[src/rtl/wcbs_pkg.sv]
// Shared types and constants for the weighted class budget split block.
`default_nettype none

package wcbs_pkg;

   // Fixed field widths of the request, response and register channels
   localparam int unsigned FIELD_W     = 16;
   localparam int unsigned MASK_W      = 4;
   localparam int unsigned CSR_INDEX_W = 8;
   localparam int unsigned CSR_DATA_W  = 16;

   // Register indexes
   localparam logic [CSR_INDEX_W-1:0] CSR_RUN_BUDGET_DEPTH = 8'd0;
   localparam logic [CSR_INDEX_W-1:0] CSR_LOW_LATENCY_MODE = 8'd1;

   // Register reset values
   localparam logic [FIELD_W-1:0] DEPTH_RESET = 16'd200;

   // Class weights and rounding constants
   localparam int unsigned W_URGENT          = 64;
   localparam int unsigned W_NORMAL          = 48;
   localparam int unsigned W_BULK            = 16;
   localparam int unsigned W_HEAVY_FIRST     = 1;
   localparam int unsigned NICE_ROUND        = 3;
   localparam int unsigned HEAVY_MIXED_SHIFT = 10;  // divide by 1024
   localparam int unsigned HEAVY_ONLY_SHIFT  = 7;   // divide by 128

   // Class slots, also the order in which shares are computed
   localparam logic [1:0] CLASS_URGENT = 2'd0;
   localparam logic [1:0] CLASS_NORMAL = 2'd1;
   localparam logic [1:0] CLASS_BULK   = 2'd2;
   localparam logic [1:0] CLASS_HEAVY  = 2'd3;

   // Sequencer states
   typedef enum logic [2:0] {
      ST_IDLE,
      ST_PREP,
      ST_MUL,
      ST_LOAD,
      ST_WAIT,
      ST_FINISH
   } state_type;

endpackage

`default_nettype wire

[src/rtl/wcbs_if.sv]
// Request, response and register write channel interfaces of the budget split block.
`default_nettype none

interface wcbs_req_if;
   import wcbs_pkg::*;

   logic               valid;
   logic               ready;
   logic               new_round;
   logic [MASK_W-1:0]  class_mask;
   logic               remote_pending;
   logic               tasks_waiting;
   logic               niced_present;
   logic [FIELD_W-1:0] queued_total;
   logic [FIELD_W-1:0] listed_tasks;
   logic [FIELD_W-1:0] ran_last_pass;
   logic [FIELD_W-1:0] heavy_left;

   modport source (
      output valid, new_round, class_mask, remote_pending, tasks_waiting,
             niced_present, queued_total, listed_tasks, ran_last_pass, heavy_left,
      input  ready
   );
   modport sink (
      input  valid, new_round, class_mask, remote_pending, tasks_waiting,
             niced_present, queued_total, listed_tasks, ran_last_pass, heavy_left,
      output ready
   );
endinterface

interface wcbs_rsp_if;
   import wcbs_pkg::*;

   logic               valid;
   logic               ready;
   logic [FIELD_W-1:0] urgent_budget;
   logic [FIELD_W-1:0] normal_budget;
   logic [FIELD_W-1:0] bulk_budget;
   logic [FIELD_W-1:0] heavy_budget;
   logic [FIELD_W-1:0] pick_budget;
   logic               round_over;

   modport source (
      output valid, urgent_budget, normal_budget, bulk_budget, heavy_budget,
             pick_budget, round_over,
      input  ready
   );
   modport sink (
      input  valid, urgent_budget, normal_budget, bulk_budget, heavy_budget,
             pick_budget, round_over,
      output ready
   );
endinterface

interface wcbs_csr_if;
   import wcbs_pkg::*;

   logic                   valid;
   logic                   ready;
   logic [CSR_INDEX_W-1:0] index;
   logic [CSR_DATA_W-1:0]  wdata;

   modport source (output valid, index, wdata, input ready);
   modport sink (input valid, index, wdata, output ready);
endinterface

`default_nettype wire

[src/rtl/wcbs_div.sv]
// Iterative restoring divider, one quotient bit per cycle, shared by all class shares.
`default_nettype none

module wcbs_div #(
   parameter int unsigned CW = 16
) (
   input  wire logic              clock,
   input  wire logic              reset,
   input  wire logic              start,
   input  wire logic [2*CW+1:0]   num,
   input  wire logic [CW:0]       den,
   output logic                   busy,
   output logic                   done,
   output logic [CW-1:0]          quot
);
   import wcbs_pkg::*;

   localparam int unsigned TW    = CW + 1;
   localparam int unsigned CNT_W = $clog2(CW);

   logic [TW-1:0]    rem_ff, rem_in;
   logic [CW-1:0]    sh_ff, sh_in;
   logic [CNT_W-1:0] cnt_ff, cnt_in;
   logic             busy_ff, busy_in;
   logic             done_ff, done_in;
   logic [TW:0]      trial;
   logic             ge;

   // Trial subtract of the divisor from the shifted partial remainder
   always_comb begin
      trial = {rem_ff, sh_ff[CW-1]};
      ge    = (trial >= {1'b0, den});
   end

   // Load on start, then shift one quotient bit in per cycle
   always_comb begin
      rem_in  = rem_ff;
      sh_in   = sh_ff;
      cnt_in  = cnt_ff;
      busy_in = busy_ff;
      done_in = 1'b0;
      if (start) begin
         // Quotient fits in CW bits, so the upper numerator part is below den
         rem_in  = num[CW+TW-1:CW];
         sh_in   = num[CW-1:0];
         cnt_in  = '0;
         busy_in = 1'b1;
      end else if (busy_ff) begin
         rem_in = ge ? TW'(trial - {1'b0, den}) : TW'(trial);
         sh_in  = {sh_ff[CW-2:0], ge};
         cnt_in = cnt_ff + 1'b1;
         if (cnt_ff == CNT_W'(CW - 1)) begin
            busy_in = 1'b0;
            done_in = 1'b1;
         end
      end
   end

   always_ff @(posedge clock) begin
      rem_ff <= rem_in;
      sh_ff  <= sh_in;
      if (reset) begin
         cnt_ff  <= '0;
         busy_ff <= 1'b0;
         done_ff <= 1'b0;
      end else begin
         cnt_ff  <= cnt_in;
         busy_ff <= busy_in;
         done_ff <= done_in;
      end
   end

   assign busy = busy_ff;
   assign done = done_ff;
   assign quot = sh_ff;

endmodule

`default_nettype wire

[src/rtl/weighted_class_budget_split.sv]
// Top level of the weighted class budget split: sequencer, datapath and registers.
// CW is COUNT_BITS capped at 16; the shares are computed one after another on the shared
// divider. A new request is taken only in idle, once the previous result has been loaded;
// a response waiting in the output register does not block the next request, but the next
// result holds until it drains.
// Reset: synchronous, active high; carried budget clears, depth returns to 200.
`default_nettype none

module weighted_class_budget_split #(
   parameter int unsigned COUNT_BITS = 16
) (
   input wire logic      clock,
   input wire logic      reset,
   wcbs_req_if.sink      req_chan,
   wcbs_rsp_if.source    rsp_chan,
   wcbs_csr_if.sink      csr_chan
);
   import wcbs_pkg::*;

   localparam int unsigned CW = (COUNT_BITS < FIELD_W) ? COUNT_BITS : FIELD_W;
   localparam int unsigned TW = CW + 1;
   localparam int unsigned PW = CW + TW;
   localparam int unsigned NW = PW + 1;

   // Configuration registers
   logic [FIELD_W-1:0] depth_ff;
   logic               llm_ff;

   // Sequencer
   state_type state_ff, state_in;
   logic [1:0] idx_ff;

   // Captured request
   logic              first_ff;
   logic [MASK_W-1:0] mask_ff;
   logic              remote_ff, waiting_ff, niced_ff;
   logic [CW-1:0]     queued_ff, listed_ff, ran_ff, hleft_ff;

   // Pass state and working registers
   logic [CW-1:0] carried_ff;
   logic [CW-1:0] budget_ff;
   logic [TW-1:0] w_ff [4];
   logic [TW-1:0] total_ff;
   logic          over_ff;
   logic [PW-1:0] prod_ff;
   logic [CW-1:0] share_ff [4];

   // Output register
   logic               rsp_valid_ff, rsp_valid_in;
   logic [FIELD_W-1:0] rsp_urgent_ff, rsp_normal_ff, rsp_bulk_ff;
   logic [FIELD_W-1:0] rsp_heavy_ff, rsp_pick_ff;
   logic               rsp_over_ff;

   // Sequencer outputs
   logic req_ready;
   logic req_take;
   logic div_start;
   logic rsp_load;

   // Divider connection
   logic [NW-1:0] div_num;
   logic          div_busy, div_done;
   logic [CW-1:0] div_quot;

   // Budget and weight logic
   logic [CW-1:0] depth_c, nice_c, b1_c, first_budget_c, cont_budget_c, budget_c;
   logic [CW:0]   nice_sum_c, dbl_c;
   logic          halve_c;
   logic [TW-1:0] wu_c, wn_c, wb_c, wh_c, total_c;
   logic          over_c;

   // Heavy cap and pick logic
   logic [CW-1:0] q_shift_c, cap_c, heavy_c, pick_c;

   //------------------------------------------------------------------
   // Accept register writes at any time
   assign csr_chan.ready = 1'b1;

   always_ff @(posedge clock) begin
      if (reset) begin
         depth_ff <= DEPTH_RESET;
         llm_ff   <= 1'b0;
      end else if (csr_chan.valid) begin
         case (csr_chan.index)
            CSR_RUN_BUDGET_DEPTH: depth_ff <= csr_chan.wdata;
            CSR_LOW_LATENCY_MODE: llm_ff   <= csr_chan.wdata[0];
            default: ;
         endcase
      end
   end

   //------------------------------------------------------------------
   // Next state
   always_comb begin
      state_in = state_ff;
      case (state_ff)
         ST_IDLE:   if (req_chan.valid) state_in = ST_PREP;
         ST_PREP:   state_in = over_c ? ST_FINISH : ST_MUL;
         ST_MUL:    state_in = ST_LOAD;
         ST_LOAD:   state_in = ST_WAIT;
         ST_WAIT: begin
            if (div_done) state_in = (idx_ff == CLASS_HEAVY) ? ST_FINISH : ST_MUL;
         end
         ST_FINISH: if (!rsp_valid_ff || rsp_chan.ready) state_in = ST_IDLE;
         default:   state_in = ST_IDLE;
      endcase
   end

   // Sequencer outputs
   always_comb begin
      req_ready = 1'b0;
      div_start = 1'b0;
      rsp_load  = 1'b0;
      case (state_ff)
         ST_IDLE:   req_ready = 1'b1;
         ST_LOAD:   div_start = 1'b1;
         ST_FINISH: rsp_load  = !rsp_valid_ff || rsp_chan.ready;
         default: ;
      endcase
   end

   assign req_chan.ready = req_ready;
   assign req_take       = req_chan.valid && req_ready;

   always_ff @(posedge clock) begin
      if (reset) state_ff <= ST_IDLE;
      else       state_ff <= state_in;
   end

   //------------------------------------------------------------------
   // Capture the request
   always_ff @(posedge clock) begin
      if (req_take) begin
         first_ff   <= req_chan.new_round;
         mask_ff    <= req_chan.class_mask;
         remote_ff  <= req_chan.remote_pending;
         waiting_ff <= req_chan.tasks_waiting;
         niced_ff   <= req_chan.niced_present;
         queued_ff  <= CW'(req_chan.queued_total);
         listed_ff  <= CW'(req_chan.listed_tasks);
         ran_ff     <= CW'(req_chan.ran_last_pass);
         hleft_ff   <= CW'(req_chan.heavy_left);
      end
   end

   //------------------------------------------------------------------
   // Pass budget: adjusted depth on a first pass, carried minus ran otherwise
   always_comb begin
      depth_c        = CW'(depth_ff);
      nice_sum_c     = (CW+1)'(depth_c) + (CW+1)'(NICE_ROUND);
      nice_c         = CW'(nice_sum_c >> 2);
      b1_c           = niced_ff ? nice_c : depth_c;
      dbl_c          = {b1_c, 1'b0};
      halve_c        = (queued_ff > b1_c) && ((CW+1)'(queued_ff) <= dbl_c);
      first_budget_c = halve_c ? (queued_ff >> 1) : b1_c;
      cont_budget_c  = (carried_ff > ran_ff) ? (carried_ff - ran_ff) : '0;
      budget_c       = first_ff ? first_budget_c : cont_budget_c;
   end

   // Class weights and their total
   always_comb begin
      wu_c = (mask_ff[0] || remote_ff)  ? TW'(W_URGENT) : '0;
      wn_c = (mask_ff[1] || waiting_ff) ? TW'(W_NORMAL) : '0;
      wb_c = mask_ff[2] ? TW'(W_BULK) : '0;
      if (first_ff) wh_c = mask_ff[3] ? TW'(W_HEAVY_FIRST) : '0;
      else          wh_c = TW'(hleft_ff);
      total_c = wu_c + wn_c + wb_c + wh_c;
      over_c  = (total_c == '0) || (budget_c == '0);
   end

   // Numerator of the ceiling division: budget*weight + total - 1
   assign div_num = NW'(prod_ff) + NW'(total_ff) - NW'(1);

   wcbs_div #(
      .CW (CW)
   ) u_div (
      .clock (clock),
      .reset (reset),
      .start (div_start),
      .num   (div_num),
      .den   (total_ff),
      .busy  (div_busy),
      .done  (div_done),
      .quot  (div_quot)
   );

   // Working registers: set up the pass, multiply, collect shares
   always_ff @(posedge clock) begin
      if (reset) begin
         carried_ff <= '0;
         idx_ff     <= CLASS_URGENT;
      end else begin
         case (state_ff)
            ST_PREP: begin
               carried_ff <= budget_c;
               idx_ff     <= CLASS_URGENT;
            end
            ST_WAIT: if (div_done) idx_ff <= idx_ff + 2'd1;
            default: ;
         endcase
      end
   end

   always_ff @(posedge clock) begin
      case (state_ff)
         ST_PREP: begin
            budget_ff           <= budget_c;
            w_ff[CLASS_URGENT]  <= wu_c;
            w_ff[CLASS_NORMAL]  <= wn_c;
            w_ff[CLASS_BULK]    <= wb_c;
            w_ff[CLASS_HEAVY]   <= wh_c;
            total_ff            <= total_c;
            over_ff             <= over_c;
            // Shares stay zero when the round is over
            for (int i = 0; i < 4; i++) share_ff[i] <= '0;
         end
         ST_MUL:  prod_ff <= PW'(budget_ff * w_ff[idx_ff]);
         ST_WAIT: if (div_done) share_ff[idx_ff] <= div_quot;
         default: ;
      endcase
   end

   //------------------------------------------------------------------
   // Cap the heavy share and derive the pick budget
   always_comb begin
      q_shift_c = (mask_ff[2:0] != '0) ? (queued_ff >> HEAVY_MIXED_SHIFT)
                                       : (queued_ff >> HEAVY_ONLY_SHIFT);
      cap_c     = llm_ff ? CW'(1) : (q_shift_c + CW'(1));
      heavy_c   = share_ff[CLASS_HEAVY];
      if ((heavy_c > CW'(1)) && (heavy_c > cap_c)) heavy_c = cap_c;
      pick_c    = (share_ff[CLASS_NORMAL] > listed_ff) ?
                  (share_ff[CLASS_NORMAL] - listed_ff) : '0;
   end

   // Output register: load when free or being drained, drop on take
   always_comb begin
      rsp_valid_in = rsp_valid_ff;
      if (rsp_load)            rsp_valid_in = 1'b1;
      else if (rsp_chan.ready) rsp_valid_in = 1'b0;
   end

   always_ff @(posedge clock) begin
      if (reset) rsp_valid_ff <= 1'b0;
      else       rsp_valid_ff <= rsp_valid_in;
   end

   always_ff @(posedge clock) begin
      if (rsp_load) begin
         rsp_urgent_ff <= FIELD_W'(share_ff[CLASS_URGENT]);
         rsp_normal_ff <= FIELD_W'(share_ff[CLASS_NORMAL]);
         rsp_bulk_ff   <= FIELD_W'(share_ff[CLASS_BULK]);
         rsp_heavy_ff  <= FIELD_W'(heavy_c);
         rsp_pick_ff   <= FIELD_W'(pick_c);
         rsp_over_ff   <= over_ff;
      end
   end

   assign rsp_chan.valid         = rsp_valid_ff;
   assign rsp_chan.urgent_budget = rsp_urgent_ff;
   assign rsp_chan.normal_budget = rsp_normal_ff;
   assign rsp_chan.bulk_budget   = rsp_bulk_ff;
   assign rsp_chan.heavy_budget  = rsp_heavy_ff;
   assign rsp_chan.pick_budget   = rsp_pick_ff;
   assign rsp_chan.round_over    = rsp_over_ff;

   //------------------------------------------------------------------
   // Assertions

   // The divider is never restarted while it is still iterating
   assert property (@(posedge clock) disable iff (reset) div_start |-> !div_busy)
      else $error("divider started while busy");

   // An accepted request always moves the sequencer into setup
   assert property (@(posedge clock) disable iff (reset)
                    req_take |=> (state_ff == ST_PREP))
      else $error("request accepted without entering setup");

   // A finished round reports no budget for any class
   assert property (@(posedge clock) disable iff (reset)
                    (rsp_valid_ff && rsp_over_ff) |->
                    (rsp_urgent_ff == '0 && rsp_normal_ff == '0 && rsp_bulk_ff == '0 &&
                     rsp_heavy_ff == '0 && rsp_pick_ff == '0))
      else $error("round over with nonzero budget");

   // The pick budget never exceeds the normal budget
   assert property (@(posedge clock) disable iff (reset)
                    rsp_valid_ff |-> (rsp_pick_ff <= rsp_normal_ff))
      else $error("pick budget above normal budget");

endmodule

`default_nettype wire

[src/flat_wrapper.sv]
// flat-port wrapper written by rule: the top's interface ports become plain ports
module weighted_class_budget_split_flat import wcbs_pkg::*;
#(
   parameter int unsigned COUNT_BITS = 16
)
  (clock, reset, req_chan_valid, req_chan_new_round, req_chan_class_mask, req_chan_remote_pending, req_chan_tasks_waiting, req_chan_niced_present, req_chan_queued_total, req_chan_listed_tasks, req_chan_ran_last_pass, req_chan_heavy_left, req_chan_ready, rsp_chan_valid, rsp_chan_urgent_budget, rsp_chan_normal_budget, rsp_chan_bulk_budget, rsp_chan_heavy_budget, rsp_chan_pick_budget, rsp_chan_round_over, rsp_chan_ready, csr_chan_valid, csr_chan_index, csr_chan_wdata, csr_chan_ready);
  wcbs_req_if req_chan_i ();
  wcbs_rsp_if rsp_chan_i ();
  wcbs_csr_if csr_chan_i ();
  input wire logic clock;
  input wire logic reset;
  input wire logic [$bits(req_chan_i.valid)-1:0] req_chan_valid;
  input wire logic [$bits(req_chan_i.new_round)-1:0] req_chan_new_round;
  input wire logic [$bits(req_chan_i.class_mask)-1:0] req_chan_class_mask;
  input wire logic [$bits(req_chan_i.remote_pending)-1:0] req_chan_remote_pending;
  input wire logic [$bits(req_chan_i.tasks_waiting)-1:0] req_chan_tasks_waiting;
  input wire logic [$bits(req_chan_i.niced_present)-1:0] req_chan_niced_present;
  input wire logic [$bits(req_chan_i.queued_total)-1:0] req_chan_queued_total;
  input wire logic [$bits(req_chan_i.listed_tasks)-1:0] req_chan_listed_tasks;
  input wire logic [$bits(req_chan_i.ran_last_pass)-1:0] req_chan_ran_last_pass;
  input wire logic [$bits(req_chan_i.heavy_left)-1:0] req_chan_heavy_left;
  output wire logic [$bits(req_chan_i.ready)-1:0] req_chan_ready;
  output wire logic [$bits(rsp_chan_i.valid)-1:0] rsp_chan_valid;
  output wire logic [$bits(rsp_chan_i.urgent_budget)-1:0] rsp_chan_urgent_budget;
  output wire logic [$bits(rsp_chan_i.normal_budget)-1:0] rsp_chan_normal_budget;
  output wire logic [$bits(rsp_chan_i.bulk_budget)-1:0] rsp_chan_bulk_budget;
  output wire logic [$bits(rsp_chan_i.heavy_budget)-1:0] rsp_chan_heavy_budget;
  output wire logic [$bits(rsp_chan_i.pick_budget)-1:0] rsp_chan_pick_budget;
  output wire logic [$bits(rsp_chan_i.round_over)-1:0] rsp_chan_round_over;
  input wire logic [$bits(rsp_chan_i.ready)-1:0] rsp_chan_ready;
  input wire logic [$bits(csr_chan_i.valid)-1:0] csr_chan_valid;
  input wire logic [$bits(csr_chan_i.index)-1:0] csr_chan_index;
  input wire logic [$bits(csr_chan_i.wdata)-1:0] csr_chan_wdata;
  output wire logic [$bits(csr_chan_i.ready)-1:0] csr_chan_ready;
  assign req_chan_i.valid = req_chan_valid;
  assign req_chan_i.new_round = req_chan_new_round;
  assign req_chan_i.class_mask = req_chan_class_mask;
  assign req_chan_i.remote_pending = req_chan_remote_pending;
  assign req_chan_i.tasks_waiting = req_chan_tasks_waiting;
  assign req_chan_i.niced_present = req_chan_niced_present;
  assign req_chan_i.queued_total = req_chan_queued_total;
  assign req_chan_i.listed_tasks = req_chan_listed_tasks;
  assign req_chan_i.ran_last_pass = req_chan_ran_last_pass;
  assign req_chan_i.heavy_left = req_chan_heavy_left;
  assign req_chan_ready = req_chan_i.ready;
  assign rsp_chan_valid = rsp_chan_i.valid;
  assign rsp_chan_urgent_budget = rsp_chan_i.urgent_budget;
  assign rsp_chan_normal_budget = rsp_chan_i.normal_budget;
  assign rsp_chan_bulk_budget = rsp_chan_i.bulk_budget;
  assign rsp_chan_heavy_budget = rsp_chan_i.heavy_budget;
  assign rsp_chan_pick_budget = rsp_chan_i.pick_budget;
  assign rsp_chan_round_over = rsp_chan_i.round_over;
  assign rsp_chan_i.ready = rsp_chan_ready;
  assign csr_chan_i.valid = csr_chan_valid;
  assign csr_chan_i.index = csr_chan_index;
  assign csr_chan_i.wdata = csr_chan_wdata;
  assign csr_chan_ready = csr_chan_i.ready;
  weighted_class_budget_split #(.COUNT_BITS(COUNT_BITS)) u_core (.clock(clock), .reset(reset), .req_chan(req_chan_i), .rsp_chan(rsp_chan_i), .csr_chan(csr_chan_i));
endmodule
[config.mk]
export PLATFORM = sky130hd
export DESIGN_NAME = weighted_class_budget_split_flat
export DESIGN_NICKNAME = d
export VERILOG_FILES = /design/src/rtl/wcbs_pkg.sv /design/src/rtl/wcbs_if.sv /design/src/rtl/wcbs_div.sv /design/src/rtl/weighted_class_budget_split.sv /design/src/flat_wrapper.sv
export SDC_FILE = /design/constraint.sdc
export NUM_CORES = 1
export LEC_CHECK = 0
export BUFFER_PORTS_ARGS = -buffer_cell sky130_fd_sc_hd__buf_2
export CORE_AREA = 3 3 212 214
export DETAILED_ROUTE_END_ITERATION = 6
export DIE_AREA = 0 0 215 217
export PLACE_DENSITY = 0.87
export RECOVER_POWER = 100
export SLEW_MARGIN = 20
export SYNTH_ARGS = -nofsm -noshare
export SYNTH_HDL_FRONTEND = slang
export SYNTH_SLANG_ARGS = --single-unit
[constraint.sdc]
create_clock -name clock -period 17.4 [get_ports clock]
set_clock_uncertainty 0.2 [all_clocks]
set_input_delay 5.22 -clock clock [delete_from_list [all_inputs] [get_ports clock]]
set_output_delay 5.22 -clock clock [all_outputs]
set_load 0.005 [all_outputs]
==> flow_metrics.env, run 1 <==
export IMPL_synth_top_area_share_pct=34.5
export IMPL_slew_headroom_pct=-234
export IMPL_start_util_pct=67.0
export IMPL_synth_edf_count=332
export IMPL_synthArstFlopShare_pct=0
export IMPL_clkSlewWorstSetupHoldPaths_ns=0.06
export IMPL_area_delta_synth_final_pct=9.32
export IMPL_drive_gt1_share_pct=7.60
export IMPL_fp_row_count=76
export IMPL_port_buffers=183
export IMPL_htreeDepth=2
export IMPL_first_iter_violations=2035
export IMPL_gr_total_overflow=0
export IMPL_power_density_nw_per_um2=125
export IMPL_fin_cells=3571
export IMPL_status="complete, but fails checks"
export IMPL_dieArea_um2=46700
export IMPL_hpwl_um=52800
export IMPL_clock_tree_root_cell="clkbuf_16"
export IMPL_yosysSeqAreaShare_pct=37.8
export IMPL_synth_avg_cell_area_um2=10.3
export IMPL_slew_violations=458
export IMPL_gp_congestion=0.981
export IMPL_setup_viol=0
export IMPL_critPathTopFamily="simple AND/OR/NAND/NOR gates"
export IMPL_critPathCaptureType="flop"
export IMPL_ctsResizeCount=0
export IMPL_drt_total_wl_um=69900
export IMPL_clk_path_buf_depth=3
export IMPL_n_fill_cell=2878
export IMPL_hp_class="flop to flop"
export IMPL_nNetsFinal=3510
export IMPL_grt_pass1_wl_um=113000
export IMPL_coreArea_um2=43100
export IMPL_max_freq_mhz=109
export IMPL_timing_critical_path_cells="clkbuf_1 -> and2_0"
export IMPL_netlist_instances=2809
export IMPL_yosys_top_cells_area="edfxtp_1 (35%), fa_1 (14%), ha_1 (11%)"
export IMPL_die_width_um=215
export IMPL_violations="design-rule violations, max-capacitance violations, max-slew violations"
export IMPL_tns_ns=0
export IMPL_vdd_drop_max_mv=0.124
export IMPL_cp_arrival_ns=8.98
export IMPL_ctsHoldBuffers=0
export IMPL_clk_latency_ns=0.60
export IMPL_ys_warn_count=0
export IMPL_cts_tree="yes"
export IMPL_routedWlPerCell_um=19.6
export IMPL_crit_path_start_kind="input pin"
export IMPL_detailroute_via_count=21400
export IMPL_cp_num_buf_inv=1
export IMPL_dr_pass1_iters=7
export IMPL_rsz0062_at_grt="false"
export IMPL_required_ns=17.24
export IMPL_slowest_delay_ns=3.58
export IMPL_grt_usage_pct=30.0
export IMPL_vias_per_cell=5.99
export IMPL_grt_max_degree=82
export IMPL_fin_crit_ns=9.14
export IMPL_synth_top_area_cell="edfxtp_1"
export IMPL_totalPowerFinal_uw=3960
export IMPL_dieHeight_um=217
export IMPL_worst_pin_slew_ns=5.02
export IMPL_hold_violations=0
export IMPL_ys_flop_type="edfxtp_1"
export IMPL_finalCritPeriodShare_pct=52.5
export IMPL_path_max_fanout=72
export IMPL_placedCellCount=3497
export IMPL_ios=185
export IMPL_num_antenna_cells=0
export IMPL_leakage_uw=0.0138
export IMPL_crit_type="input pin to flop"
export IMPL_max_cap_violations=10
export IMPL_post_cts_buffers=0
export IMPL_cts_made_buffers=40
export IMPL_drtAntennaViolNets=0
export IMPL_cp_slowest_cell="and2_0"
export IMPL_drc=1
export IMPL_antenna_found_initial=0
export IMPL_synth_seq_cells=379
export IMPL_synth_area_um2=28900
export IMPL_cts_num_sinks=379
export IMPL_grt_pass1_vias=22000
export IMPL_yosysUniqueCellTypes=97
[metal layers]
layer  track usage [%]  up-vias  wire length, um
met4              10.2        0             2510
met3              6.12      204             6440
li1                  -     9842                -
met5                 0        -                0
met2              52.1     1048            33900
met1              38.0    10300            27000
[registers in the layout, indices dropped and copies added, names as in the netlist, 17 cells and up, named ones only]
| signal | flops |
|---|---|
| u_core.u_div.rem_ff | 17 |
| u_core.prod_ff | 33 |
| u_core.share_ff | 64 |
| u_core.total_ff | 17 |
[path summary, 6_finish.rpt]
| path | startpoint | to | slack (ns) | cells past startpoint |
|---|---|---|---|---|
| setup / recovery | req_chan_valid | u_core.ran_ff[13] | 8.26 | 2 |
| hold / removal | u_core.share_ff[2][10] | u_core.rsp_chan.bulk_budget[10] | 0.22 | 0 |
| setup reg to reg | flop | u_core.prod_ff[29] | 9.12 | 24 |
| hold reg to reg | u_core.share_ff[2][10] | u_core.rsp_chan.bulk_budget[10] | 0.22 | 0 |
[cell usage after synthesis, drive strengths merged, types with 46 or more instances]
library cell,number
o21ai,89
ha,254
nand2,272
and2,185
nand3,46
clkbuf,86
nor2b,47
dfxtp,47
inv,407
fa,201
a21oi,114
mux2i,47
edfxtp,332
xnor2,62
nor2,135
nor3,57
[power breakdown]
part / total [uW] / leakage, uW / switching [uW] / internal (uW)
sequential: 1480 / 0.00350 / 184 / 1300
clock: 923 / 0.000689 / 374 / 549
combinational: 1560 / 0.00964 / 968 / 588
total: 3960 / 0.0138 / 1530 / 2430
[layout by cell type, fill, tap and decap left out, types with 15 or more instances in the layout]
master,count
and2_1,133
o21a_1,16
edfxtp_1,332
o211ai_1,15
ha_1,254
o21ai_0,87
a211oi_1,17
inv_1,406
a21o_1,36
nand2b_1,30
and3_1,25
nand3_1,45
fa_1,201
clkbuf_1,79
a21oi_1,113
xnor2_1,62
clkbuf_16,40
nand4_1,34
xor2_1,33
dfxtp_1,47
mux2i_1,47
a31oi_1,16
nand2_1,272
nor2b_1,45
and2_0,52
buf_2,126
nor3_1,55
nor2_1,134
[worst reg2reg max path, cell delays in order (launching register included)]
cell and delay (ns):
dfxtp_1 0.66, a21oi_1 0.13, mux2i_1 0.55, clkbuf_1 0.44, nand2_1 0.15, fa_1 0.56, inv_1 0.05, fa_1 0.46
fa_1 0.53, fa_1 0.53, fa_1 0.56, inv_1 0.06, fa_1 0.53, inv_1 0.05, ha_1 0.39, a21o_1 0.19
a21o_1 0.18, a211oi_1 0.21, a21boi_0 0.28, o31ai_1 0.17, o41ai_1 0.35, o21ai_0 0.18, or4_1 0.40, o311ai_0 0.12
xnor2_1 0.10
[final cells by class]
class | count | area [um^2] | area share [%]
multi-input cells | 1929 | 16000 | 50.8
flip-flops and latches | 379 | 10900 | 34.6
inverters | 407 | 1530 | 4.84
clock buffers | 56 | 1120 | 3.55
repair buffers | 197 | 905 | 2.87
well taps | 585 | 732 | 2.32
clock inverters | 18 | 329 | 1.04
[stage by stage]
step                hold WS [ns]  utilization [%]  worst slack, ns  instance area, um^2
floorplan                  0.200                -             8.00                28900
global placement           0.202             70.3             9.73                30300
detailed placement         0.208             70.3             9.50                30300
CTS                        0.223             73.6             9.53                31700
global route               0.226             73.2             7.93                31600
finish                     0.218             73.2             8.26                31600
[cells by family after synthesis]
family,count (synthesis),synth area share [%]
compound gates,425,10.0
xor+xnor,95,2.88
fa+ha+maj,455,25.0
buf+inv,506,6.63
flops,379,37.8
mux,51,1.79
other cells,2,0.0260
simple gates,896,15.9
Note: power is estimated with default switching activity, not from simulation.
==> inputs of run 2 (changes only) <==
Settings changed: CORE_AREA 3 3 212 214 to 3 3 219 221, DIE_AREA 0 0 215 217 to 0 0 222 224, PLACE_DENSITY 0.87 to 0.82.
Clock period 17.4 ns to 9.3 ns, I/O delays scaled along.
==> flow_metrics.env, run 2 (same netlist as run 1, synthesis figures left out) <==
export IMPL_design_area_um2=31600
export IMPL_vdd_drop_max_mv=0.208
export IMPL_maxUsedRoutingLayer="met4"
export IMPL_cts_num_sinks=379
export IMPL_detailroute_via_count=21100
export IMPL_reg2reg_depth=26
export IMPL_dr_pass1_iters=5
export IMPL_r2r_end="u_core.prod_ff[29]"
export IMPL_grt_pass1_wl_um=112000
export IMPL_leakage_uw=0.0139
export IMPL_cts_tree="yes"
export IMPL_port_buffers=183
export IMPL_min_from="u_core.share_ff[2][1]"
export IMPL_sequentialPowerShare_pct=37.5
export IMPL_fin_cells=3600
export IMPL_pwr_share_clk_pct=23.6
export IMPL_required_ns=9.43
export IMPL_power_switching_share_pct=38.6
export IMPL_grt_usage_pct=28.1
export IMPL_first_iter_violations=1491
export IMPL_max_cap_violations=10
export IMPL_worst_pin_slew_ns=4.96
export IMPL_slew_violations=458
export IMPL_post_cts_buffers=0
export IMPL_met3WireLength_um=5450
export IMPL_holdPathStages=0
export IMPL_fp_row_count=79
export IMPL_status="complete, but fails checks"
export IMPL_hold_violations=0
export IMPL_r2r_slack_ns=0.99
export IMPL_drc=0
export IMPL_placedCellCount=3522
export IMPL_hp_class="flop to flop"
export IMPL_routedWlPerCell_um=19.3
export IMPL_internal_power_uw=4540
export IMPL_final_common_cell="inv_1"
export IMPL_finalCritPeriodShare_pct=89.3
export IMPL_clk_path_buf_depth=3
export IMPL_largest_reg_flops=64
export IMPL_max_freq_mhz=120
export IMPL_ctsHoldBuffers=0
export IMPL_clkSlewWorstSetupHoldPaths_ns=0.07
export IMPL_dpl_cell_area_um2=30300
export IMPL_grt_max_degree=82
export IMPL_start_util_pct=62.3
export IMPL_grt_pass1_vias=21700
export IMPL_crit_path_start_kind="flop"
export IMPL_area_delta_synth_final_pct=9.49
export IMPL_critPathCaptureType="flop"
export IMPL_violations="max-capacitance violations, max-slew violations"
export IMPL_setup_viol=0
export IMPL_wl_met1_um=27500
export IMPL_antenna_found_initial=1
export IMPL_nNetsFinal=3515
export IMPL_gr_total_overflow=0
export IMPL_wl_met2_um=33900
export IMPL_clock_tree_root_cell="clkbuf_16"
export IMPL_power_switching_uw=2850
export IMPL_ios=185
export IMPL_hpwl_um=52700
export IMPL_dieArea_um2=49700
export IMPL_mostFrequentLayoutCells="inv_1 (406), edfxtp_1 (332), nand2_1 (272)"
export IMPL_die_width_um=222
export IMPL_p_comb_share_pct=38.8
export IMPL_path_max_fanout=19
export IMPL_largest_registers="u_core.share_ff (64), u_core.prod_ff (33)"
export IMPL_cts_made_buffers=42
export IMPL_coreArea_um2=46400
export IMPL_tns_ns=0
export IMPL_gp_congestion=0.976
export IMPL_slew_headroom_pct=-231
export IMPL_crit_type="flop to flop"
export IMPL_vias_per_cell=5.87
export IMPL_whs_endpoint="u_core.rsp_chan.bulk_budget[1]"
export IMPL_ctsResizeCount=0
export IMPL_top_register="u_core.share_ff"
export IMPL_htreeDepth=2
export IMPL_dieHeight_um=224
export IMPL_drt_total_wl_um=69300
export IMPL_totalPowerFinal_uw=7400
export IMPL_clk_latency_ns=0.59
export IMPL_cp_arrival_ns=8.44
export IMPL_drive_gt1_share_pct=7.72
export IMPL_fin_crit_ns=8.31
export IMPL_power_density_nw_per_um2=234
export IMPL_rsz0062_at_grt="false"
export IMPL_drtAntennaViolNets=0
[run 2: layout make-up]
| cell class | count | area [um^2] |
|---|---|---|
| Antenna cell | 1 | 2.50 |
| Clock buffer | 50 | 1090 |
| Clock inverter | 27 | 372 |
| Fill cell | 3383 | 14800 |
| Inverter | 407 | 1530 |
| Multi-Input combinational cell | 1929 | 16000 |
| Sequential cell | 379 | 10900 |
| Tap cell | 607 | 759 |
| Timing Repair Buffer | 200 | 925 |
[run 2: worst max-delay path by stage]
| stage | startpoint | to | depth (start not counted) |
|---|---|---|---|
| floorplan | flop | u_core.prod_ff[29] | 28 |
| global placement | flop | u_core.prod_ff[29] | 26 |
| detailed placement | flop | u_core.prod_ff[29] | 26 |
| CTS | flop | u_core.prod_ff[29] | 26 |
| global route | flop | u_core.prod_ff[29] | 26 |
| finish | flop | u_core.prod_ff[29] | 26 |
[run 2: layer usage]
metal / vias to the layer above / track usage (%)
met3: 192 / 6.05
met2: 879 / 48.6
li1: 9856 / -
met5: - / 0
met4: 0 / 9.64
met1: 10200 / 35.3
[run 2: critical path, stage by stage (launching register included)]
cell	delay, ns
dfxtp_1	0.65
a21oi_1	0.14
mux2i_1	0.32
clkbuf_1	0.52
nand2_1	0.17
fa_1	0.57
inv_1	0.05
fa_1	0.41
inv_1	0.10
fa_1	0.40
inv_1	0.10
fa_1	0.44
fa_1	0.55
inv_1	0.06
fa_1	0.52
inv_1	0.04
ha_1	0.39
a211oi_1	0.43
nand2b_1	0.10
a211oi_1	0.20
a21boi_0	0.26
o31ai_1	0.17
o41ai_1	0.40
o21ai_0	0.19
or4_1	0.42
o311ai_0	0.14
xnor2_1	0.10
[run 2: power groups by stage]
| stage | Sequential, uW | Clock, uW | Combinational, uW |
|---|---|---|---|
| 3_3_place_gp | 2740 | 0 | 2700 |
| 4_1_cts | 2730 | 1770 | 2870 |
| 2_1_floorplan | 2550 | 0 | 2210 |
| 5_1_grt | 2810 | 1840 | 3210 |
| 6_report | 2780 | 1750 | 2870 |
| 3_5_place_dp | 2760 | 0 | 2840 |
[run 2: metrics by stage]
| step | worst slack [ns] | util, % | hold slack, ns |
|---|---|---|---|
| floorplan | 1.89 | - | 0.200 |
| global placement | 1.64 | 65.4 | 0.202 |
| detailed placement | 1.41 | 65.4 | 0.205 |
| CTS | 1.36 | 68.6 | 0.215 |
| global route | 0.371 | 68.2 | 0.216 |
| finish | 0.991 | 68.2 | 0.205 |
